===== src/design/v210yc_pkg.sv =====
// ---------------------------------------------------------------------------
// v210yc_pkg
// shared types, constants and register codes of the v210 to rgb converter
// ---------------------------------------------------------------------------
package v210yc_pkg;

   // default sizing, used as the defaults of the top level parameters
   localparam int MAX_PIXELS_DEF     = 4096;
   localparam int COEF_FRAC_BITS_DEF = 13;

   // fixed field widths
   localparam int WORD_W   = 32;
   localparam int COMP_BW  = 10;
   localparam int CHAN_W   = 8;
   localparam int APIX_W   = 13;
   localparam int WPL_W    = 12;
   localparam int CSR_IDX_W = 2;
   localparam int CSR_DAT_W = 13;
   localparam int RSP_DAT_W = 6 * CHAN_W;

   // configuration register indexes
   localparam logic [CSR_IDX_W-1:0] CSR_ACTIVE_PIXELS  = 2'd0;
   localparam logic [CSR_IDX_W-1:0] CSR_WORDS_PER_LINE = 2'd1;
   localparam logic [CSR_IDX_W-1:0] CSR_COEFF_SET      = 2'd2;

   // register reset values
   localparam logic [APIX_W-1:0] ACTIVE_PIXELS_RST  = 13'd720;
   localparam logic [WPL_W-1:0]  WORDS_PER_LINE_RST = 12'd480;
   localparam logic              COEFF_SET_RST      = 1'b1;

   // one completed 4:2:2 group, cb/cr still offset binary
   typedef struct packed {
      logic [COMP_BW-1:0] cb;
      logic [COMP_BW-1:0] y0;
      logic [COMP_BW-1:0] cr;
      logic [COMP_BW-1:0] y1;
      logic               line_end;
   } v210yc_group_type;

endpackage


===== src/design/v210_ycbcr422_to_rgb_core.sv =====
// ---------------------------------------------------------------------------
// v210_ycbcr422_to_rgb_core
// unpacks v210 4:2:2 words and converts each cb/y0/cr/y1 group to two rgb888 pixels
// ---------------------------------------------------------------------------
//
//  channel  | direction | handshake             | payload
//  ---------+-----------+-----------------------+-------------------------------------
//  req      | in        | req_tvalid/req_tready | req_tdata: packed_word (32 bit)
//  rsp      | out       | rsp_tvalid/rsp_tready | rsp_tdata: rgb pair, rsp_tlast: line_end
//  csr      | in        | csr_wr_en             | csr_index, csr_wdata
//
//  one word is taken every clock while the output side keeps up; a word that
//  completes a group gives one item by way of the group register, the product
//  register and the output register
//  the matrix stages stall together on rsp_tready; words that complete no group
//  still pass freely while the group register is free
//  synchronous active high reset clears the line counters, stage valids and
//  loads the register defaults (720 pixels, 480 words, second coefficient set)
//
module v210_ycbcr422_to_rgb_core #(
   parameter int MAX_PIXELS     = v210yc_pkg::MAX_PIXELS_DEF,
   parameter int COEF_FRAC_BITS = v210yc_pkg::COEF_FRAC_BITS_DEF
) (
   input  logic                                clock,
   input  logic                                reset,
   // input items
   input  logic                                req_tvalid,
   output logic                                req_tready,
   input  logic [v210yc_pkg::WORD_W-1:0]       req_tdata,  // [31:0] packed_word
   // result items
   output logic                                rsp_tvalid,
   input  logic                                rsp_tready,
   // [7:0] red_first, [15:8] green_first, [23:16] blue_first,
   // [31:24] red_second, [39:32] green_second, [47:40] blue_second
   output logic [v210yc_pkg::RSP_DAT_W-1:0]    rsp_tdata,
   output logic                                rsp_tlast,  // line_end
   // register writes
   input  logic                                csr_wr_en,
   input  logic [v210yc_pkg::CSR_IDX_W-1:0]    csr_index,
   input  logic [v210yc_pkg::CSR_DAT_W-1:0]    csr_wdata
);
   import v210yc_pkg::*;

   // configuration registers
   logic [APIX_W-1:0] apix_ff;
   logic [WPL_W-1:0]  wpl_ff;
   logic              cset_ff;

   // group register to matrix
   logic              grp_valid, grp_ready;
   v210yc_group_type  grp;

   always_ff @(posedge clock) begin
      if (reset) begin
         apix_ff <= ACTIVE_PIXELS_RST;
         wpl_ff  <= WORDS_PER_LINE_RST;
         cset_ff <= COEFF_SET_RST;
      end else if (csr_wr_en) begin
         unique case (csr_index)
            CSR_ACTIVE_PIXELS:  apix_ff <= csr_wdata[APIX_W-1:0];
            CSR_WORDS_PER_LINE: wpl_ff  <= csr_wdata[WPL_W-1:0];
            CSR_COEFF_SET:      cset_ff <= csr_wdata[0];
            default: ;  // unmapped index, write ignored
         endcase
      end
   end

   // line position, padding skip and grouping of components
   v210yc_unpack #(
      .MAX_PIXELS (MAX_PIXELS)
   ) u_unpack (
      .clock          (clock),
      .reset          (reset),
      .active_pixels  (apix_ff),
      .words_per_line (wpl_ff),
      .word_valid     (req_tvalid),
      .word_ready     (req_tready),
      .word           (req_tdata),
      .grp_valid      (grp_valid),
      .grp_ready      (grp_ready),
      .grp            (grp)
   );

   // colour matrix; the user must change the coefficient set only while idle, the block does not enforce this
   v210yc_matrix #(
      .COEF_FRAC_BITS (COEF_FRAC_BITS)
   ) u_matrix (
      .clock      (clock),
      .reset      (reset),
      .coeff_set  (cset_ff),
      .grp_valid  (grp_valid),
      .grp_ready  (grp_ready),
      .grp        (grp),
      .pix_valid  (rsp_tvalid),
      .pix_ready  (rsp_tready),
      .pix_data   (rsp_tdata),
      .pix_last   (rsp_tlast)
   );

endmodule


===== src/design/v210yc_unpack.sv =====
// ---------------------------------------------------------------------------
// v210yc_unpack
// line position tracking and component grouping for v210 words
// ---------------------------------------------------------------------------
module v210yc_unpack #(
   parameter int MAX_PIXELS = v210yc_pkg::MAX_PIXELS_DEF
) (
   input  logic                              clock,
   input  logic                              reset,
   input  logic [v210yc_pkg::APIX_W-1:0]     active_pixels,
   input  logic [v210yc_pkg::WPL_W-1:0]      words_per_line,
   input  logic                              word_valid,
   output logic                              word_ready,
   input  logic [v210yc_pkg::WORD_W-1:0]     word,
   output logic                              grp_valid,
   input  logic                              grp_ready,
   output v210yc_pkg::v210yc_group_type      grp
);
   import v210yc_pkg::*;

   localparam int PIX_W  = $clog2(MAX_PIXELS + 1);
   localparam int COMP_W = PIX_W + 1;
   localparam int CMP_W  = (APIX_W + 1 > PIX_W) ? APIX_W + 1 : PIX_W;

   logic [WPL_W-1:0]   word_ff, word_in;
   logic [COMP_W-1:0]  cnt_ff, cnt_in;
   logic [COMP_BW-1:0] held_ff [3];
   logic [COMP_BW-1:0] held_in [3];
   logic               grp_vld_ff, grp_vld_in;
   v210yc_group_type   grp_ff, grp_in;

   logic [CMP_W-1:0]   apix_ext, pix_cl;
   logic [COMP_W-1:0]  limit;
   logic [COMP_W:0]    idx [3];
   logic [2:0]         take;
   logic [COMP_BW-1:0] comp [3];
   logic [WPL_W:0]     word_sum;
   logic               wrap, accept, has_res;

   assign accept     = word_valid && word_ready;
   assign word_ready = !grp_vld_ff || grp_ready;

   // clamp active pixels to the build limit
   assign apix_ext = CMP_W'(active_pixels);
   assign pix_cl   = (apix_ext > CMP_W'(MAX_PIXELS)) ? CMP_W'(MAX_PIXELS) : apix_ext;
   assign limit    = {pix_cl[PIX_W-1:0], 1'b0};

   always_comb begin
      for (int i = 0; i < 3; i++) begin
         comp[i] = word[COMP_BW*i +: COMP_BW];
         idx[i]  = (COMP_W+1)'(cnt_ff) + (COMP_W+1)'(i);
         take[i] = idx[i] < (COMP_W+1)'(limit);
      end
   end

   // grouping by phase of the component count
   always_comb begin
      for (int k = 0; k < 3; k++) held_in[k] = held_ff[k];
      grp_in  = grp_ff;
      has_res = 1'b0;
      case (cnt_ff[1:0])
         2'd0: begin
            if (take[0]) held_in[0] = comp[0];
            if (take[1]) held_in[1] = comp[1];
            if (take[2]) held_in[2] = comp[2];
         end
         2'd1: begin
            if (take[0]) held_in[1] = comp[0];
            if (take[1]) held_in[2] = comp[1];
            has_res     = take[2];
            grp_in.cb   = held_ff[0];
            grp_in.y0   = comp[0];
            grp_in.cr   = comp[1];
            grp_in.y1   = comp[2];
            grp_in.line_end = (idx[2] + 1'b1) == (COMP_W+1)'(limit);
         end
         2'd2: begin
            if (take[0]) held_in[2] = comp[0];
            if (take[2]) held_in[0] = comp[2];
            has_res     = take[1];
            grp_in.cb   = held_ff[0];
            grp_in.y0   = held_ff[1];
            grp_in.cr   = comp[0];
            grp_in.y1   = comp[1];
            grp_in.line_end = (idx[1] + 1'b1) == (COMP_W+1)'(limit);
         end
         default: begin
            if (take[1]) held_in[0] = comp[1];
            if (take[2]) held_in[1] = comp[2];
            has_res     = take[0];
            grp_in.cb   = held_ff[0];
            grp_in.y0   = held_ff[1];
            grp_in.cr   = held_ff[2];
            grp_in.y1   = comp[0];
            grp_in.line_end = (idx[0] + 1'b1) == (COMP_W+1)'(limit);
         end
      endcase
   end

   // line wrap after the last word, padding included
   assign word_sum = (WPL_W+1)'(word_ff) + 1'b1;
   assign wrap     = word_sum >= (WPL_W+1)'(words_per_line);

   always_comb begin
      word_in = wrap ? '0 : word_sum[WPL_W-1:0];
      cnt_in  = cnt_ff + COMP_W'(take[0]) + COMP_W'(take[1]) + COMP_W'(take[2]);
      if (wrap) cnt_in = '0;
      grp_vld_in = grp_vld_ff;
      if (word_ready) grp_vld_in = accept && has_res;
   end

   always_ff @(posedge clock) begin
      if (reset) begin
         word_ff    <= '0;
         cnt_ff     <= '0;
         grp_vld_ff <= 1'b0;
      end else begin
         grp_vld_ff <= grp_vld_in;
         if (accept) begin
            word_ff <= word_in;
            cnt_ff  <= cnt_in;
         end
      end
   end

   always_ff @(posedge clock) begin
      if (accept) begin
         for (int k = 0; k < 3; k++) held_ff[k] <= held_in[k];
         if (has_res) grp_ff <= grp_in;
      end
   end

   assign grp_valid = grp_vld_ff;
   assign grp       = grp_ff;

endmodule


===== src/design/v210yc_matrix.sv =====
// ---------------------------------------------------------------------------
// v210yc_matrix
// ycbcr to rgb colour matrix, two pixels per group, clamped to 8 bits
// ---------------------------------------------------------------------------
module v210yc_matrix #(
   parameter int COEF_FRAC_BITS = v210yc_pkg::COEF_FRAC_BITS_DEF
) (
   input  logic                               clock,
   input  logic                               reset,
   input  logic                               coeff_set,
   input  logic                               grp_valid,
   output logic                               grp_ready,
   input  v210yc_pkg::v210yc_group_type       grp,
   output logic                               pix_valid,
   input  logic                               pix_ready,
   output logic [v210yc_pkg::RSP_DAT_W-1:0]   pix_data,
   output logic                               pix_last
);
   import v210yc_pkg::*;

   localparam int COEF_W = COEF_FRAC_BITS + 1;
   localparam int PROD_W = COEF_W + COMP_BW + 1;
   localparam int SUM_W  = COEF_FRAC_BITS + 13;
   localparam int SH_W   = SUM_W - COEF_FRAC_BITS - 2;

   localparam longint A_F1 = (longint'(1402)  << COEF_FRAC_BITS) / 1000;
   localparam longint A_F2 = (longint'(34414) << COEF_FRAC_BITS) / 100000;
   localparam longint A_F3 = (longint'(71414) << COEF_FRAC_BITS) / 100000;
   localparam longint A_F4 = (longint'(1772)  << COEF_FRAC_BITS) / 1000;
   localparam longint B_F1 = (longint'(15748) << COEF_FRAC_BITS) / 10000;
   localparam longint B_F2 = (longint'(1874)  << COEF_FRAC_BITS) / 10000;
   localparam longint B_F3 = (longint'(4681)  << COEF_FRAC_BITS) / 10000;
   localparam longint B_F4 = (longint'(18560) << COEF_FRAC_BITS) / 10000;

   function automatic logic [CHAN_W-1:0] clamp_px(input logic signed [SUM_W-1:0] s);
      logic [SH_W-1:0] v;
      v = s[SUM_W-1:COEF_FRAC_BITS+2];
      if (s[SUM_W-1])            return '0;
      else if (|v[SH_W-1:CHAN_W]) return '1;
      else                        return v[CHAN_W-1:0];
   endfunction

   // products stage
   logic                      prd_vld_ff;
   logic [COMP_BW-1:0]        ya_ff, yb_ff;
   logic signed [PROD_W-1:0]  p_r_ff, p_gb_ff, p_gr_ff, p_b_ff;
   logic                      last_p_ff;
   logic signed [COEF_W:0]    f1, f2, f3, f4;
   logic signed [COMP_BW-1:0] cb_s, cr_s;
   logic                      prd_ready;

   // output stage
   logic                      out_vld_ff;
   logic [RSP_DAT_W-1:0]      out_data_ff, out_data_in;
   logic                      out_last_ff;
   logic                      out_ready;
   logic signed [SUM_W-1:0]   ya_w, yb_w, r_c, g_c, b_c;

   assign out_ready = !out_vld_ff || pix_ready;
   assign prd_ready = !prd_vld_ff || out_ready;
   assign grp_ready = prd_ready;

   // offset binary to two's complement: flip the top bit
   assign cb_s = {~grp.cb[COMP_BW-1], grp.cb[COMP_BW-2:0]};
   assign cr_s = {~grp.cr[COMP_BW-1], grp.cr[COMP_BW-2:0]};

   always_comb begin
      if (coeff_set) begin
         f1 = {1'b0, COEF_W'(B_F1)};
         f2 = {1'b0, COEF_W'(B_F2)};
         f3 = {1'b0, COEF_W'(B_F3)};
         f4 = {1'b0, COEF_W'(B_F4)};
      end else begin
         f1 = {1'b0, COEF_W'(A_F1)};
         f2 = {1'b0, COEF_W'(A_F2)};
         f3 = {1'b0, COEF_W'(A_F3)};
         f4 = {1'b0, COEF_W'(A_F4)};
      end
   end

   // shared chroma terms, luma scaled by the fraction
   assign ya_w = $signed({3'b000, ya_ff, {COEF_FRAC_BITS{1'b0}}});
   assign yb_w = $signed({3'b000, yb_ff, {COEF_FRAC_BITS{1'b0}}});
   assign r_c  = SUM_W'(p_r_ff);
   assign g_c  = -SUM_W'(p_gb_ff) - SUM_W'(p_gr_ff);
   assign b_c  = SUM_W'(p_b_ff);

   assign out_data_in = {clamp_px(yb_w + b_c), clamp_px(yb_w + g_c), clamp_px(yb_w + r_c),
                         clamp_px(ya_w + b_c), clamp_px(ya_w + g_c), clamp_px(ya_w + r_c)};

   always_ff @(posedge clock) begin
      if (reset) begin
         prd_vld_ff <= 1'b0;
         out_vld_ff <= 1'b0;
      end else begin
         if (prd_ready) prd_vld_ff <= grp_valid;
         if (out_ready) out_vld_ff <= prd_vld_ff;
      end
   end

   always_ff @(posedge clock) begin
      if (prd_ready && grp_valid) begin
         ya_ff     <= grp.y0;
         yb_ff     <= grp.y1;
         p_r_ff    <= PROD_W'(f1 * cr_s);
         p_gb_ff   <= PROD_W'(f2 * cb_s);
         p_gr_ff   <= PROD_W'(f3 * cr_s);
         p_b_ff    <= PROD_W'(f4 * cb_s);
         last_p_ff <= grp.line_end;
      end
      if (out_ready && prd_vld_ff) begin
         out_data_ff <= out_data_in;
         out_last_ff <= last_p_ff;
      end
   end

   assign pix_valid = out_vld_ff;
   assign pix_data  = out_data_ff;
   assign pix_last  = out_last_ff;

endmodule

===== config.mk =====
export PLATFORM = sky130hd
export DESIGN_NAME = v210_ycbcr422_to_rgb_core
export DESIGN_NICKNAME = d
export VERILOG_FILES = /design/src/design/v210yc_pkg.sv /design/src/design/v210_ycbcr422_to_rgb_core.sv /design/src/design/v210yc_unpack.sv /design/src/design/v210yc_matrix.sv
export SDC_FILE = /design/constraint.sdc
export NUM_CORES = 1
export LEC_CHECK = 0
export ABC_AREA = 1
export CORE_ASPECT_RATIO = 1.1
export CORE_MARGIN = 1.5
export CORE_UTILIZATION = 45
export CTS_CLUSTER_SIZE = 40
export DETAILED_ROUTE_END_ITERATION = 8
export DONT_BUFFER_PORTS = 1
export SLEW_MARGIN = 20
export SYNTH_ARGS = -nofsm -noshare
export SYNTH_HDL_FRONTEND = slang
export SYNTH_SLANG_ARGS = --single-unit

===== constraint.sdc =====
create_clock -name clock -period 13.9 [get_ports clock]
set_clock_uncertainty 0.15 [all_clocks]
set_input_delay 0.695 -clock clock [delete_from_list [all_inputs] [get_ports clock]]
set_output_delay 0.695 -clock clock [all_outputs]
set_load 0.01 [all_outputs]

# Word-level counts from Yosys, hierarchy flattened
# Memory sizes are Yosys's and may differ from the RTL's.
# Index checks and enable logic that the tools add are counted.
# W data, S select, Z words.
dict set report word_totals {
  ff_bits 263
  ram_bits 30
  input_bits 52
  elab_cells 114
  memories 1
}
# memory words word_bits rd rd_clocked_by_memory_dff write_ports line_no
set mem_list {}
lappend mem_list {u_unpack.held_ff 3 10 3 0 3 v210yc_unpack.sv:27} ;# logic [COMP_BW-1:0] held_ff [3];
dict set report classes {
  addsub 16
  n_mul 4
  n_lt_le_gt_ge 5
  eq_ne 7
  n_mux 29
  n_bitwise 3
  n_reduce_logical 22
}
# cell count
set ops {}
lappend ops {{$pmux W41 S3} 1}
lappend ops {{$add A24 B25 Y26} 4}
lappend ops {{$mux W10} 10}
lappend ops {{$pmux W10 S3} 3}
lappend ops {{$add A24 B26 Y26} 2}
lappend ops {{$mul A15 B10 Y25} 2}
lappend ops {{$mux W8} 6}
lappend ops {{$eq A15 B14 Y1} 3}
lappend ops {{$add A14 B1 Y14} 3}
lappend ops {{$mux W13} 3}
lappend ops {{$add A15 B1 Y15 const B} 2}
lappend ops {{$lt A15 B14 Y1} 2}
lappend ops {{$neg A23 Y26} 1}
lappend ops {{$sub A26 B24 Y26} 1}
lappend ops {{$mul A14 B10 Y24} 1}
lappend ops {{$mux W12} 2}
lappend ops {{$mul A13 B10 Y23} 1}
lappend ops {{$reduce_or A3 Y1} 6}
lappend ops {{$add A14 B1 Y15 const B} 1}
lappend ops {{$add A14 B2 Y15 const B} 1}
lappend ops {{$lt A14 B14 Y1} 1}
lappend ops {{$mux W14} 1}
lappend ops {{$add A12 B1 Y13 const B} 1}
lappend ops {{$ge A13 B12 Y1} 1}
lappend ops {{other kinds (12)} 27}

# Longest topological paths before layout
# Gate-level depths: netlist of the first run.
dict set report depth {
  ltp_word 7
  ltp_mapped 28
}

# Hierarchy
# Synthesis of the first run repeated with hierarchy kept, for this count alone.
dict set report unflattened {
  cells_unflattened 3494
  hier_area_um2 29996.3
}
# module n_inst cells_each area_per_inst_um2 seq_area_each_um2
set modules_own_cells {}
lappend modules_own_cells {v210yc_matrix 1 2390 21600.7 4244.1}
lappend modules_own_cells {v210yc_unpack 1 950 7330.8 2672.6}
lappend modules_own_cells {v210_ycbcr422_to_rgb_core 1 154 1064.8 520.5}

# Least setup slack after synthesis of the first run
# OpenSTA, ideal clock, no wires.
dict set report synth_path {
  kind {register to register}
  startpoint {reg cset_ff}
  endpoint {reg u_matrix.p_gb_ff[22] (netlist name)}
  arrival_time_ps 5589
  required_ps 13481
  path_slack_ps 7893
  stages_incl_launch_ff 25
  synth_period_minus_slack_ps 6007
  path_cell_list {dfxtp_1 > clkbuf_1 > clkbuf_1 > buf_1 > nand2_1 > inv_1 > fa_1 > fa_1 > inv_1 > fa_1 > inv_1 > fa_1 > inv_1 > fa_1 > inv_1 > ha_1 > nand2_1 > o21ai_0 > a21oi_1 > o21ai_0 > nand2_1 > nand2_1 > a21boi_0 > o31ai_1 > xor2_1}
}
dict set report synth_between {
  elab_chain_cells 2
}
# item line_no
set synth_lines {}
lappend synth_lines {{start: declaration} v210_ycbcr422_to_rgb_core.sv:47} ;# logic cset_ff;
lappend synth_lines {{start signal: assignment} v210_ycbcr422_to_rgb_core.sv:62} ;# CSR_COEFF_SET: cset_ff <= csr_wdata[0];
lappend synth_lines {{$mux W12} v210yc_matrix.sv:68} ;# if (coeff_set) begin
lappend synth_lines {{$mul A13 B10 Y23} v210yc_matrix.sv:106} ;# p_gb_ff <= PROD_W'(f2 * cb_s);
# Every way passes these cells.
# A chain may end at the register's enable or synchronous reset.

# Worst setup path in the final report of the first run
dict set report layout_path {
  startpoint {reg cset_ff}
  endpoint {reg u_matrix.p_b_ff[23], data pin}
}
dict set report layout_between {
  elab_chain_cells 2
}
# item line_no
set layout_lines {}
lappend layout_lines {{$mux W10} v210yc_matrix.sv:68}
lappend layout_lines {{$mul A15 B10 Y25} v210yc_matrix.sv:108} ;# p_b_ff <= PROD_W'(f4 * cb_s);
lappend layout_lines {{end signal: assignment} v210yc_matrix.sv:108}
lappend layout_lines {{end: declaration} v210yc_matrix.sv:46} ;# logic signed [PROD_W-1:0] p_r_ff, p_gb_ff, p_gr_ff, p_b_ff;
# Every way passes these cells.

==> results of run 1 <==
==> how the worst max path moves through the flow <==
stage / from / endpoint / slack [ns] / depth (start not counted)
after floorplan: cset_ff$_SDFFE_PP1P_ / u_matrix.p_gb_ff[22]$_DFFE_PP_ / 7.89 / 24
after global placement: cset_ff$_SDFFE_PP1P_ / u_matrix.p_b_ff[23]$_DFFE_PP_ / 7.24 / 21
after detailed placement: cset_ff$_SDFFE_PP1P_ / u_matrix.p_b_ff[23]$_DFFE_PP_ / 7.28 / 21
after CTS: cset_ff$_SDFFE_PP1P_ / u_matrix.p_b_ff[23]$_DFFE_PP_ / 7.19 / 21
after global routing: cset_ff$_SDFFE_PP1P_ / u_matrix.p_b_ff[23]$_DFFE_PP_ / 6.86 / 21
final: cset_ff$_SDFFE_PP1P_ / u_matrix.p_b_ff[23]$_DFFE_PP_ / 7.20 / 21
==> cell families (layout without fill, tap and decap cells) <==
family,after synthesis,count (layout),synth area share [%]
buffers and inverters,772,795,9.92
XOR/XNOR,136,136,4.31
adder cells (fa/ha/maj),695,695,35.6
AND/OR/NAND/NOR,1034,1034,15.2
flip-flops,266,266,25.2
other,2,12,0.0255
AO/OA/AOI/OAI,495,495,9.73
==> per-layer routing <==
metal,GRT usage [%],up-vias,wire length [um]
met5,0,-,0
met4,6.42,0,2150
met3,2.85,104,3380
met2,38.9,490,35500
li1,-,11073,-
met1,27.6,10225,30500
==> cell type report <==
class                      count  area share, %
clock buffer                  43           2.89
clock inverter                21          0.889
inverter                     717           8.50
multi-input combinational   2372           60.5
sequential                   266           23.5
tap                          850           3.36
timing repair buffer          14          0.371
==> report_power, final <==
part	leakage [nW]	switching (mW)	internal [mW]
clock network	0.577	0.378	0.572
logic	12.7	3.09	1.95
registers	2.40	0.0816	1.19
==> worst max-delay path: stages, from the launching register on <==
cell and delay, ns:
dfxtp_1 0.33, buf_4 0.42, inv_1 0.34, nor2_1 0.32
inv_1 0.16, fa_1 0.52, fa_1 0.55, inv_1 0.06
fa_1 0.52, fa_1 0.56, inv_1 0.06, fa_1 0.54
inv_1 0.05, ha_1 0.33, nand2_1 0.09, nor2_1 0.13
nand2_1 0.07, o211ai_1 0.52, nand4_1 0.17, o211ai_1 0.21
a31oi_1 0.16, xor2_1 0.16
==> synth_stat cells, types with 6 or more instances <==
cell      instances
nor2_1          201
inv_1           707
o221ai_1         14
nand3b_1         17
o211ai_1         13
o21ai_0         134
a31oi_1          18
nand2_2          25
nand3_2           7
clkbuf_1         41
xor2_1           88
a211oi_1         13
nand2_1         573
a21o_1           14
a21oi_1         202
nor2_2           10
inv_2             9
nand4_1          26
o22ai_1          19
o21a_1            6
o21ai_1          14
nor2_4            7
o31ai_1           8
edfxtp_1        211
ha_1            458
dfxtp_1          55
a22oi_1          10
nor3_1           27
fa_1            237
o21bai_1          7
xnor2_1          43
nand3_1         118
==> registers in the layout, summed over array words and instances, names as in the netlist, 10 cells and up <==
signal / count
u_matrix.pix_data: 48
u_unpack.word_ff: 12
u_matrix.yb_ff: 10
u_matrix.p_b_ff: 12
apix_ff: 13
wpl_ff: 12
u_unpack.held_ff: 30
u_unpack.grp: 41
u_matrix.ya_ff: 10
u_matrix.p_gr_ff: 23
u_matrix.p_r_ff: 12
u_unpack.cnt_ff: 14
u_matrix.p_gb_ff: 23
==> stage by stage <==
stage / area (um^2) / std cells / total power [mW]
floorplan: 29500 / 3410 / 5.18
global placement: 30400 / 4218 / 6.31
detailed placement: 30400 / 4218 / 6.33
CTS: 31600 / 4282 / 7.33
global route: 31700 / 4283 / 8.08
finish: 31700 / 4283 / 7.26
==> qor.json, run 1 <==
{
  "outcome": "finished clean",
  "clk_pin_slew_ns": 0.06,
  "endpoint_kind": "register",
  "post_drt_via_cell_ratio": 5.11,
  "vias": 21892,
  "cp_data_required_time_ns": 14.04,
  "leakagePower_nw": 15.7,
  "final_stage_net_count": 4153,
  "gpl.final_weighted_congestion": 0.905,
  "grt_setup_unrepaired": "no",
  "cts_made_buffers": 35,
  "worst_skew_pair.late_latency_ns": 0.56,
  "synthTopCellsByArea": "edfxtp_1 (22%), ha_1 (19%), fa_1 (16%), inv_1 (9.0%), nand2_1 (7.3%)",
  "synth-seq-area-share_pct": 25.2,
  "cts_max_path_buffers": 3,
  "worst_hold_margin_ns": 0.0501,
  "remaining_drc_errors": 0,
  "final_critical_path_required_period_ns": 6.70,
  "leading_cell_type_in_the_layout_fill_and_taps_excluded": "inv_1",
  "fp.coreArea_mm2": 0.0649,
  "initial_utilization_pct": 45.4,
  "routed_wirelength_normalized_by_instance_count_um": 16.7,
  "most-common-layout-cells": "inv_1 (706), nand2_1 (573), ha_1 (458), fa_1 (237), edfxtp_1 (211)",
  "synthesis.area_mm2": 0.0295,
  "yosysWarnings": 0,
  "holdBufCountCts": 0,
  "final_antenna_net_count": 0,
  "timing.reg2reg.setup_slack_ns": 7.20,
  "setup_tns_ns": 0,
  "synthArstFlopShare_pct": 0,
  "io-pin-count": 103,
  "vdd_drop_max_uv": 188,
  "dieArea_mm2": 0.0670,
  "critical_path.reg2reg.startpoint": "cset_ff$_SDFFE_PP1P_",
  "netlist_instances": 3400,
  "synth_top_cell_area_share_pct": 21.5,
  "n_antenna_cell": 0,
  "maxCapViolations": 0,
  "hold_viol": 0,
  "drtIter0Drc": 1176,
  "die-width_um": 247,
  "wire_length_of_the_first_global_routing_pass_mm": 115,
  "worstHoldPathCells": 1,
  "area_growth_syn_to_layout_pct": 7.50,
  "setup_viol_count_final": 0,
  "r2r_cells": 21,
  "cellPowerDensity_mw_per_mm2": 229,
  "post_cts_buffers": 0,
  "cts_tree": "built",
  "yosysTopAreaCell": "edfxtp_1",
  "clkSinkCount": 266,
  "maxClockFrequency_ghz": 0.149,
  "grt-ovfl-total": 0,
  "final_layout_size_suffix_gt1_share_pct": 4.52,
  "preCtsSetupSlack_ns": 7.28,
  "ys_seq_elements": 266,
  "timing.hold.worst_endpoint": "u_matrix.prd_vld_ff$_SDFFE_PP0P_",
  "cp.arrival_ns": 6.84,
  "h_tree_depth": 2,
  "timing.critical_path.from_type": "register",
  "synth_area_per_cell_um2": 8.67,
  "grt_pass1_vias": 21596,
  "placement_rows": 98,
  "worst_tran_pin_value_ns": 0.960,
  "min_period_over_period_pct": 48.2,
  "pre_repair_dr_iteration_count": 5,
  "detail_placement_hpwl_mm": 59.0,
  "grt_antenna_before_repair": 0,
  "drt-total-wl_mm": 71.6,
  "synth_flop_cell": "edfxtp_1",
  "r2r_end": "u_matrix.p_b_ff[23]$_DFFE_PP_",
  "synth.lib_cells_used.distinct": 64,
  "die_height_um": 271,
  "final_slew_viol_count": 0,
  "cts-resized-gates": 0,
  "finalCoreUtilization_pct": 48.8,
  "numPortBuffers": 0,
  "hold_path.startpoint": "reset",
  "root_buffer": "clkbuf_16",
  "register_area_mm2": 0.00744,
  "critical_path_peak_fanout": 41,
  "min-delay-path-class": "input port to register",
  "gr-usage-all-layers_pct": 21.9,
  "grt_max_degree": 83,
  "setup_slack_ns": 7.20,
  "critPathKind": "register to register",
  "maxSlewHeadroom_pct": 35.9,
  "multi_input_comb_area_mm2": 0.0192,
  "edff_count_synth": 211,
  "filler_cell_count": 6203
}
Note: power is estimated with default switching activity, not from simulation.
==> inputs of run 2 (changes only) <==
--- a/config.mk
+++ b/config.mk
@@ -5,7 +5,7 @@
 export SDC_FILE = /design/constraint.sdc
 export NUM_CORES = 1
 export LEC_CHECK = 0
-export ABC_AREA = 1
+export ABC_AREA = 0
 export CORE_ASPECT_RATIO = 1.1
 export CORE_MARGIN = 1.5
 export CORE_UTILIZATION = 45
==> constraint.sdc (replaced) <==
create_clock -name clock -period 6.7 [get_ports clock]
set_clock_uncertainty 0.15 [all_clocks]
set_input_delay 0.335 -clock clock [delete_from_list [all_inputs] [get_ports clock]]
set_output_delay 0.335 -clock clock [all_outputs]
set_load 0.01 [all_outputs]
==> run 2 against run 1 <==
Net effect: sequential cell count stayed put; sequential share of layout area is 0.71 points higher; via count is 11% lower; power is 74% higher; die area is 6.4% lower; hold slack hardly changed; non-clock buffer count is 116 higher; cell count is 14% lower; clock-buffer cell count is 5 lower; final area is 2.9% lower; combinational power is 64% higher; largest cell class unchanged; largest power group unchanged; highest routed layer is now met5.
==> qor.json, run 2 <==
{
  "critical_path_cell_count": {"value": 23, "change": "+9.5%"},
  "combinationalPowerShare": {"value": 65.2, "unit": "%", "change": "-4.1 points"},
  "net_switching_share_of_the_total_power": {"value": 43.9, "unit": "%", "change": "-5.0 points"},
  "leading_cell_type_in_the_layout_fill_and_taps_excluded": "inv_1",
  "ys_seq_elements": {"value": 266, "change": "unchanged"},
  "placedInstanceArea": {"value": 0.0288, "unit": "mm^2", "change": "-5.4%"},
  "die-width": {"value": 239, "unit": "um", "change": "-3.2%"},
  "final_antenna_net_count": {"value": 0, "change": "unchanged"},
  "endpoint_kind": "register",
  "yosys.area_share.simple": {"value": 9.48, "unit": "%", "change": "-5.7 points"},
  "cp.arrival": {"value": 6.49, "unit": "ns", "change": "-0.35 ns"},
  "critPathMaxStageDelay": {"value": 0.63, "unit": "ns", "change": "+0.07 ns"},
  "setup_viol_count_final": {"value": 0, "change": "unchanged"},
  "drtIter0Drc": {"value": 949, "change": "-19%"},
  "grt-ovfl-total": {"value": 0, "change": "unchanged"},
  "edff_count_synth": {"value": 211, "change": "unchanged"},
  "wire_length_of_the_first_global_routing_pass": {"value": 109, "unit": "mm", "change": "-5.4%"},
  "finalCoreUtilization": {"value": 51.1, "unit": "%", "change": "+2.2 points"},
  "synth-xor-area-share": {"value": 6.19, "unit": "%", "change": "+1.9 points"},
  "maxCapViolations": {"value": 0, "change": "unchanged"},
  "final_slew_viol_count": {"value": 0, "change": "unchanged"},
  "timing.critical_path.from_type": "register",
  "area_growth_syn_to_layout_pct": 11.6,
  "switching_power": {"value": 5.55, "unit": "mW", "change": "+56%"},
  "synth.lib_cells_used.distinct": {"value": 92, "change": "+44%"},
  "final_layout_size_suffix_gt1_share": {"value": 5.47, "unit": "%", "change": "+0.95 points"},
  "critical_path.cell_chain": "buf_4 > nand2_1 > inv_1 > fa_1 > inv_1 > fa_1 > inv_1 > ha_1 > fa_1 > inv_1 > fa_1 > inv_1 > ha_1 > a21oi_1 > o21bai_1 > a21oi_1 > o21ai_1 > a211oi_1 > nor2_1 > o41a_1 > a41o_1 > o41ai_2 > xnor2_1",
  "critical_path_peak_fanout": {"value": 8, "change": "-80%"},
  "vdd_drop_max": {"value": 305, "unit": "uV", "change": "+62%"},
  "fp.coreArea": {"value": 0.0602, "unit": "mm^2", "change": "-7.2%"},
  "initial_utilization": {"value": 45.8, "unit": "%", "change": "+0.34 points"},
  "cp-startpoint": "cset_ff$_SDFFE_PP1P_",
  "leakagePower": {"value": 14.5, "unit": "nW", "change": "-7.6%"},
  "min_period_over_period": {"value": 94.8, "unit": "%", "change": "+47 points"},
  "critPathKind": "register to register",
  "min-delay-path-class": "input port to register",
  "power.share.clock": {"value": 15.2, "unit": "%", "change": "+2.1 points"},
  "yosysWarnings": {"value": 0, "change": "unchanged"},
  "worst_skew_pair.late_latency": {"value": 0.55, "unit": "ns", "change": "about the same"},
  "setup_slack": {"value": 0.350, "unit": "ns", "change": "-6.85 ns"},
  "dieArea": {"value": 0.0627, "unit": "mm^2", "change": "-6.4%"},
  "sequentialPowerShare": {"value": 19.6, "unit": "%", "change": "+2.0 points"},
  "hold_viol": {"value": 0, "change": "unchanged"},
  "synthTopCellsByArea": "edfxtp_1 (23%), ha_1 (21%), fa_1 (17%), inv_1 (6.6%), dfxtp_1 (4.0%)",
  "multi_input_comb_area": {"value": 0.0181, "unit": "mm^2", "change": "-5.4%"},
  "timing.reg2reg.setup_slack": {"value": 0.35, "unit": "ns", "change": "-6.85 ns"},
  "critical_path.reg2reg.startpoint": "cset_ff$_SDFFE_PP1P_",
  "synthArstFlopShare": {"value": 0, "unit": "%", "change": "unchanged"},
  "r2r_cells": {"value": 23, "change": "+9.5%"},
  "synth_flop_cell": "edfxtp_1",
  "most-common-layout-cells": "inv_1 (482), ha_1 (458), fa_1 (237), edfxtp_1 (211), nand2_1 (195)",
  "synth-seq-area-share": {"value": 27.0, "unit": "%", "change": "+1.7 points"},
  "r2r_end": "u_matrix.p_gb_ff[21]$_DFFE_PP_",
  "cellPowerDensity": {"value": 411, "unit": "mW/mm^2", "change": "+79%"},
  "grt_max_degree": {"value": 50, "change": "-40%"},
  "synth_top_cell_area_share": {"value": 23.0, "unit": "%", "change": "+1.5 points"},
  "register_area": {"value": 0.00744, "unit": "mm^2", "change": "unchanged"},
  "grt_antenna_before_repair": {"value": 7, "change": "+7"},
  "clk_pin_slew": {"value": 0.06, "unit": "ns", "change": "about the same"},
  "final_design_area_no_fill": {"value": 0.0307, "unit": "mm^2", "change": "-2.9%"},
  "drt-total-wl": {"value": 67.7, "unit": "mm", "change": "-5.4%"},
  "clkSinkCount": {"value": 266, "change": "unchanged"},
  "preCtsSetupSlack": {"value": 0.243, "unit": "ns", "change": "-7.04 ns"},
  "crit_path_end": "u_matrix.p_gb_ff[21]$_DFFE_PP_",
  "gr-usage-all-layers": {"value": 22.2, "unit": "%", "change": "+0.27 points"},
  "worst_tran_pin_value": {"value": 0.994, "unit": "ns", "change": "+0.0338 ns"},
  "die_height": {"value": 263, "unit": "um", "change": "-3.3%"},
  "post_synth_fa_ha_maj_area_fraction": {"value": 38.1, "unit": "%", "change": "+2.5 points"},
  "maxSlewHeadroom": {"value": 33.5, "unit": "%", "change": "-2.4 points"},
  "io-pin-count": {"value": 103, "change": "unchanged"},
  "worst_hold_margin": {"value": 0.0502, "unit": "ns", "change": "+0.0000869 ns"},
  "synth_area_per_cell": {"value": 10.1, "unit": "um^2", "change": "+17%"},
  "synth_most_common_cell": "inv_1",
  "numPortBuffers": {"value": 0, "change": "unchanged"},
  "h_tree_depth": {"value": 2, "change": "unchanged"},
  "root_buffer": "clkbuf_16",
  "synth_mux_area_share": {"value": 0.218, "unit": "%", "change": "+0.22 points"},
  "outcome": "finished clean",
  "critical_path_buf_inv_count": {"value": 6, "change": "unchanged"},
  "power": {"value": 12.6, "unit": "mW", "change": "+74%"},
  "largest_register_ffs": {"value": 48, "change": "unchanged"},
  "detail_placement_hpwl": {"value": 55.3, "unit": "mm", "change": "-6.3%"},
  "synth_top_family_by_area": "adder cells",
  "cts_made_buffers": {"value": 34, "change": "-2.9%"},
  "pre_repair_dr_iteration_count": {"value": 5, "change": "unchanged"},
  "post_drt_via_cell_ratio": {"value": 5.30, "change": "+3.7%"},
  "yosysTopAreaCell": "edfxtp_1",
  "critical_path_cell_with_the_highest_stage_delay": "fa_1",
  "grt_pass1_vias": {"value": 20344, "change": "-5.8%"},
  "cellInternalPower": {"value": 7.09, "unit": "mW", "change": "+91%"},
  "placement_rows": {"value": 94, "change": "-4.1%"},
  "netlist_instances": {"value": 2718, "change": "-20%"},
  "path_common_cell": "inv_1",
  "remaining_drc_errors": {"value": 0, "change": "unchanged"},
  "maxClockFrequency": {"value": 0.157, "unit": "GHz", "change": "+5.5%"},
  "vias": {"value": 19459, "change": "-11%"},
  "final_stage_net_count": {"value": 3574, "change": "-14%"},
  "cpLargestDelayFamily": "adder cells",
  "netlist_top_cells_count": "inv_1 (482), ha_1 (458), fa_1 (237), edfxtp_1 (211), nand2_1 (195)",
  "gpl.final_weighted_congestion": {"value": 0.927, "change": "+2.4%"},
  "filler_cell_count": {"value": 5510, "change": "-11%"},
  "final_critical_path_required_period": {"value": 6.35, "unit": "ns", "change": "-0.347 ns"},
  "cts_max_path_buffers": {"value": 3, "change": "unchanged"},
  "cts_tree": "built",
  "synthesis.area": {"value": 0.0276, "unit": "mm^2", "change": "-6.5%"},
  "routed_wirelength_normalized_by_instance_count": {"value": 18.4, "unit": "um", "change": "+10%"},
  "cp_data_required_time": {"value": 6.84, "unit": "ns", "change": "-7.20 ns"},
  "compound_gate_portion_of_the_synthesized_area": {"value": 11.5, "unit": "%", "change": "+1.8 points"}
}
## run 2: area by class of cell
type                            instances  share of cell area [%]
Multi-Input combinational cell       1913                    59.0
Sequential cell                       266                    24.2
Inverter                              482                    5.89
Timing Repair Buffer                  130                    3.74
Tap cell                              816                    3.32
Clock buffer                           38                    2.95
Clock inverter                         24                   0.904
Antenna cell                            3                  0.0244
## run 2: metal layers
layer  share of wire [%]  global-route usage (%)  vias to the layer above
li1                    -                       -                     9415
met4                 3.2                    7.48                        2
met2                  48                    37.2                      506
met5               0.022                       0                        -
met3                 4.8                    3.69                      118
met1                  44                    28.9                     9418
## run 2: how the worst min path moves through the flow
| stage | from | slack (ns) | depth (start not counted) | to |
|---|---|---|---|---|
| 2_1_floorplan | u_unpack.grp[0]$_DFFE_PP_ | 0.25 | 0 | u_matrix.last_p_ff$_DFFE_PP_ |
| 3_3_place_gp | u_unpack.held_ff[0][0]$_DFFE_PP_ | 0.26 | 0 | u_unpack.grp[31]$_DFFE_PP_ |
| 3_5_place_dp | u_unpack.grp[2]$_DFFE_PP_ | 0.25 | 0 | u_matrix.yb_ff[1]$_DFFE_PP_ |
| 4_1_cts | req_tdata[14] | 0.01 | 2 | u_unpack.grp[5]$_DFFE_PP_ |
| 5_1_grt | req_tdata[14] | 0.04 | 2 | u_unpack.grp[5]$_DFFE_PP_ |
| 6_report | req_tdata[14] | 0.05 | 2 | u_unpack.grp[5]$_DFFE_PP_ |
## run 2: repair_timing
| item | in CTS | in global routing |
|---|---|---|
| hold endpoints to repair | 83 | 0 |
| setup endpoints to repair | 0 | 6 |
| hold buffers | 72 | 0 |
| setup buffers | 0 | 0 |
| resized for setup | 0 | 6 |
## run 2: worst reg2reg max path, cell delays in order (launching register included)
cell      delay (ns)
dfxtp_1         0.34
buf_4           0.18
nand2_1         0.15
inv_1           0.09
fa_1            0.63
inv_1           0.09
fa_1            0.49
inv_1           0.04
ha_1            0.31
fa_1            0.55
inv_1           0.06
fa_1            0.54
inv_1           0.04
ha_1            0.32
a21oi_1         0.22
o21bai_1        0.12
a21oi_1         0.24
o21ai_1         0.17
a211oi_1        0.28
nor2_1          0.12
o41a_1          0.36
a41o_1          0.29
o41ai_2         0.24
xnor2_1         0.09
## run 2: kinds of logic (layout without fill, tap and decap cells)
logic type,after synthesis,count (layout)
simple gates,552,552
other cells,2,15
xor+xnor,194,194
buf+inv,549,674
compound gates,453,453
flops,266,266
fa+ha+maj,696,696
mux,6,6
## run 2: power groups by stage
stage	clock, mW	sequential [mW]	combinational [mW]
floorplan	0	2.47	6.28
global placement	0	2.51	7.95
detailed placement	0	2.51	8.14
CTS	1.97	2.48	8.28
global route	2.03	2.49	9.39
finish	1.92	2.47	8.24
## run 2: per-stage QoR
| step | cells | setup TNS (ns) |
|---|---|---|
| 2_1_floorplan | 2728 | 0 |
| 3_3_place_gp | 3535 | 0 |
| 3_5_place_dp | 3535 | 0 |
| 4_1_cts | 3669 | 0 |
| 5_1_grt | 3672 | -0.00288 |
| 6_report | 3672 | 0 |
==> inputs of run 3 (changes only) <==
==> constraint.sdc (replaced) <==
create_clock -name clock -period 7.94 [get_ports clock]
set_clock_uncertainty 0.15 [all_clocks]
set_input_delay 0.397 -clock clock [delete_from_list [all_inputs] [get_ports clock]]
set_output_delay 0.397 -clock clock [all_outputs]
set_load 0.01 [all_outputs]
==> run 3 against run 2 <==
Net effect: clock power decreased by 26%; register-to-register slack improved by 0.80 ns; clock-buffer cell count decreased by 5; critical path depth decreased by 1; wire length decreased by 2.7%; setup slack improved by 0.80 ns; sequential power decreased by 15%; combinational power decreased by 16%; sequential share of layout area increased by 0.42 points; fmax decreased by 6.5%; via count decreased by 0.77%; critical endpoint unchanged; highest routed layer is now met4.
==> qor.json, run 3 (synthesized netlist as in run 2, its figures left out) <==
{
  "outcome": "finished clean",
  "min_period_over_period": {"value": 85.5, "unit": "%", "change": "-9.2 points"},
  "routed_wirelength_normalized_by_instance_count": {"value": 18.2, "unit": "um", "change": "-1.3%"},
  "power": {"value": 10.4, "unit": "mW", "change": "-18%"},
  "maxCapViolations": {"value": 0, "change": "unchanged"},
  "clkSinkCount": {"value": 266, "change": "unchanged"},
  "placement_rows": {"value": 94, "change": "unchanged"},
  "drtIter0Drc": {"value": 927, "change": "-2.3%"},
  "grt_antenna_before_repair": {"value": 3, "change": "-4"},
  "worst_hold_margin": {"value": 0.0251, "unit": "ns", "change": "-0.0251 ns"},
  "final_slew_viol_count": {"value": 0, "change": "unchanged"},
  "critical_path.cell_chain": "inv_1 > nor2_1 > fa_1 > inv_1 > fa_1 > inv_1 > ha_1 > fa_1 > inv_1 > fa_1 > inv_1 > ha_1 > a21oi_1 > o21bai_1 > a21oi_1 > o21ai_0 > a211oi_1 > nor2_1 > o41a_1 > a41o_1 > o41ai_1 > xnor2_1",
  "maxSlewHeadroom": {"value": 32.4, "unit": "%", "change": "-1.1 points"},
  "net_switching_share_of_the_total_power": {"value": 44.8, "unit": "%", "change": "+0.91 points"},
  "numPortBuffers": {"value": 0, "change": "unchanged"},
  "root_buffer": "clkbuf_16",
  "drt-total-wl": {"value": 65.9, "unit": "mm", "change": "-2.7%"},
  "cts_made_buffers": {"value": 30, "change": "-12%"},
  "maxClockFrequency": {"value": 0.147, "unit": "GHz", "change": "-6.5%"},
  "critPathMaxStageDelay": {"value": 0.72, "unit": "ns", "change": "+0.09 ns"},
  "leading_cell_type_in_the_layout_fill_and_taps_excluded": "inv_1",
  "pre_repair_dr_iteration_count": {"value": 6, "change": "+1"},
  "timing.hold.worst_endpoint": "u_unpack.grp[1]$_DFFE_PP_",
  "dieArea": {"value": 0.0627, "unit": "mm^2", "change": "unchanged"},
  "grt_pass1_vias": {"value": 20163, "change": "-0.89%"},
  "die_height": {"value": 263, "unit": "um", "change": "unchanged"},
  "worst_tran_pin_value": {"value": 1.01, "unit": "ns", "change": "+0.0208 ns"},
  "endpoint_kind": "register",
  "io-pin-count": {"value": 103, "change": "unchanged"},
  "cp.arrival": {"value": 6.97, "unit": "ns", "change": "+0.48 ns"},
  "final_stage_net_count": {"value": 3529, "change": "-1.3%"},
  "path_common_cell": "inv_1",
  "leakagePower": {"value": 14.2, "unit": "nW", "change": "-2.1%"},
  "critical_path_peak_fanout": {"value": 9, "change": "+1"},
  "final_antenna_net_count": {"value": 0, "change": "unchanged"},
  "cts_max_path_buffers": {"value": 3, "change": "unchanged"},
  "die-width": {"value": 239, "unit": "um", "change": "unchanged"},
  "gr-usage-all-layers": {"value": 21.6, "unit": "%", "change": "-0.62 points"},
  "n_antenna_cell": {"value": 0, "change": "-3"},
  "final_layout_size_suffix_gt1_share": {"value": 3.71, "unit": "%", "change": "-1.8 points"},
  "fp.coreArea": {"value": 0.0602, "unit": "mm^2", "change": "unchanged"},
  "cellInternalPower": {"value": 5.75, "unit": "mW", "change": "-19%"},
  "remaining_drc_errors": {"value": 0, "change": "unchanged"},
  "min-delay-path-class": "input port to register",
  "cts_tree": "built",
  "hold_path.startpoint": "req_tdata[10]",
  "vdd_drop_max": {"value": 256, "unit": "uV", "change": "-16%"},
  "worstHoldPathCells": {"value": 2, "change": "unchanged"},
  "final_critical_path_required_period": {"value": 6.79, "unit": "ns", "change": "+0.441 ns"},
  "critical_path_buf_inv_count": {"value": 5, "change": "-1"},
  "wire_length_of_the_first_global_routing_pass": {"value": 107, "unit": "mm", "change": "-1.4%"},
  "worst_skew_pair.late_latency": {"value": 0.61, "unit": "ns", "change": "+0.06 ns"},
  "initial_utilization": {"value": 45.8, "unit": "%", "change": "unchanged"},
  "grt_max_degree": {"value": 80, "change": "+60%"},
  "placedInstanceArea": {"value": 0.0285, "unit": "mm^2", "change": "-1.1%"},
  "r2r_cells": {"value": 22, "change": "-4.3%"},
  "timing.reg2reg.setup_slack": {"value": 1.15, "unit": "ns", "change": "+0.80 ns"},
  "combinationalPowerShare": {"value": 66.3, "unit": "%", "change": "+1.1 points"},
  "area_growth_syn_to_layout_pct": 9.68,
  "power.share.clock": {"value": 13.6, "unit": "%", "change": "-1.6 points"},
  "grt_setup_unrepaired": "no",
  "detail_placement_hpwl": {"value": 53.8, "unit": "mm", "change": "-2.6%"},
  "most-common-layout-cells": "inv_1 (482), ha_1 (458), fa_1 (237), edfxtp_1 (211), nand2_1 (195)",
  "r2r_end": "u_matrix.p_gb_ff[21]$_DFFE_PP_",
  "critical_path.reg2reg.startpoint": "cset_ff$_SDFFE_PP1P_",
  "critPathKind": "register to register",
  "critical_path_cell_with_the_highest_stage_delay": "fa_1",
  "cp_data_required_time": {"value": 8.12, "unit": "ns", "change": "+1.28 ns"},
  "switching_power": {"value": 4.67, "unit": "mW", "change": "-16%"},
  "sequentialPowerShare": {"value": 20.1, "unit": "%", "change": "+0.5 points"},
  "vias": {"value": 19310, "change": "-0.77%"},
  "h_tree_depth": {"value": 1, "change": "-1"},
  "fin_cells": {"value": 3622, "change": "-1.4%"},
  "cpLargestDelayFamily": "adder cells",
  "largest_register_ffs": {"value": 48, "change": "unchanged"},
  "clk_pin_slew": {"value": 0.07, "unit": "ns", "change": "about the same"},
  "hold_viol": {"value": 0, "change": "unchanged"},
  "gpl.final_weighted_congestion": {"value": 0.921, "change": "-0.64%"},
  "post_drt_via_cell_ratio": {"value": 5.33, "change": "+0.60%"},
  "setup_tns": {"value": 0, "unit": "ns", "change": "unchanged"},
  "timing.critical_path.from_type": "register",
  "placed_cells": {"value": 3495, "change": "-1.1%"},
  "grt-ovfl-total": {"value": 0, "change": "unchanged"},
  "setup_viol_count_final": {"value": 0, "change": "unchanged"},
  "cellPowerDensity": {"value": 345, "unit": "mW/mm^2", "change": "-16%"},
  "final_design_area_no_fill": {"value": 0.0302, "unit": "mm^2", "change": "-1.7%"}
}
-- run 3: what timing repair did --
item,CTS,global route
endpoints found under the setup margin,0,0
buffers inserted,0,0
hold endpoints to repair,85,0
resized for setup,0,0
hold buffers,71,0
-- run 3: cell type report --
class / count / area [um^2]
multi-input cells: 1913 / 18100
clock inverters: 23 / 249
repair buffers: 89 / 841
well taps: 816 / 1020
flip-flops and latches: 266 / 7440
clock buffers: 33 / 762
inverters: 482 / 1810
fillers: 5562 / 30000
-- run 3: worst max path at each step --
stage / start / to / slack, ns / depth (start not counted)
finish: cset_ff$_SDFFE_PP1P_ / u_matrix.p_gb_ff[21]$_DFFE_PP_ / 1.15 / 22
global route: u_unpack.grp[33]$_DFFE_PP_ / u_matrix.p_gb_ff[21]$_DFFE_PP_ / 0.70 / 22
CTS: cset_ff$_SDFFE_PP1P_ / u_matrix.p_gb_ff[21]$_DFFE_PP_ / 1.09 / 22
detailed placement: cset_ff$_SDFFE_PP1P_ / u_matrix.p_gb_ff[21]$_DFFE_PP_ / 1.20 / 22
global placement: cset_ff$_SDFFE_PP1P_ / u_matrix.p_gb_ff[21]$_DFFE_PP_ / 1.30 / 22
floorplan: u_matrix.pix_valid$_SDFFE_PP0P_ / u_matrix.last_p_ff$_DFFE_PP_ / 0.003 / 2
-- run 3: worst reg2reg max path, stage by stage, from the launching register on --
cell      delay [ns]
dfxtp_1         0.31
inv_1           0.37
nor2_1          0.27
fa_1            0.72
inv_1           0.08
fa_1            0.48
inv_1           0.04
ha_1            0.31
fa_1            0.55
inv_1           0.06
fa_1            0.54
inv_1           0.04
ha_1            0.33
a21oi_1         0.22
o21bai_1        0.09
a21oi_1         0.23
o21ai_0         0.22
a211oi_1        0.27
nor2_1          0.12
o41a_1          0.36
a41o_1          0.29
o41ai_1         0.33
xnor2_1         0.11
-- run 3: power by group through the flow --
stage / Sequential [mW] / Clock, mW / Combinational (mW)
after floorplan: 2.09 / 0 / 5.30
after global placement: 2.12 / 0 / 6.73
after global routing: 2.11 / 1.50 / 7.89
final: 2.09 / 1.42 / 6.91
after detailed placement: 2.12 / 0 / 6.89
after CTS: 2.09 / 1.45 / 7.01
-- run 3: routing by layer --
layer	vias up	part of all wire (%)	track usage [%]	wire, um
li1	9329	-	-	-
met1	9358	45	29.2	29700
met2	507	47	35.9	30900
met3	116	4.6	2.62	3060
met4	0	3.4	6.94	2250
met5	-	0	0	0
-- run 3: metrics by stage --
stage               setup slack [ns]  utilization (%)
finish                          1.15             50.2
global route                   0.699             50.2
global placement                1.30             47.3
floorplan                    0.00331                -
detailed placement              1.20             47.3
CTS                             1.09             50.2
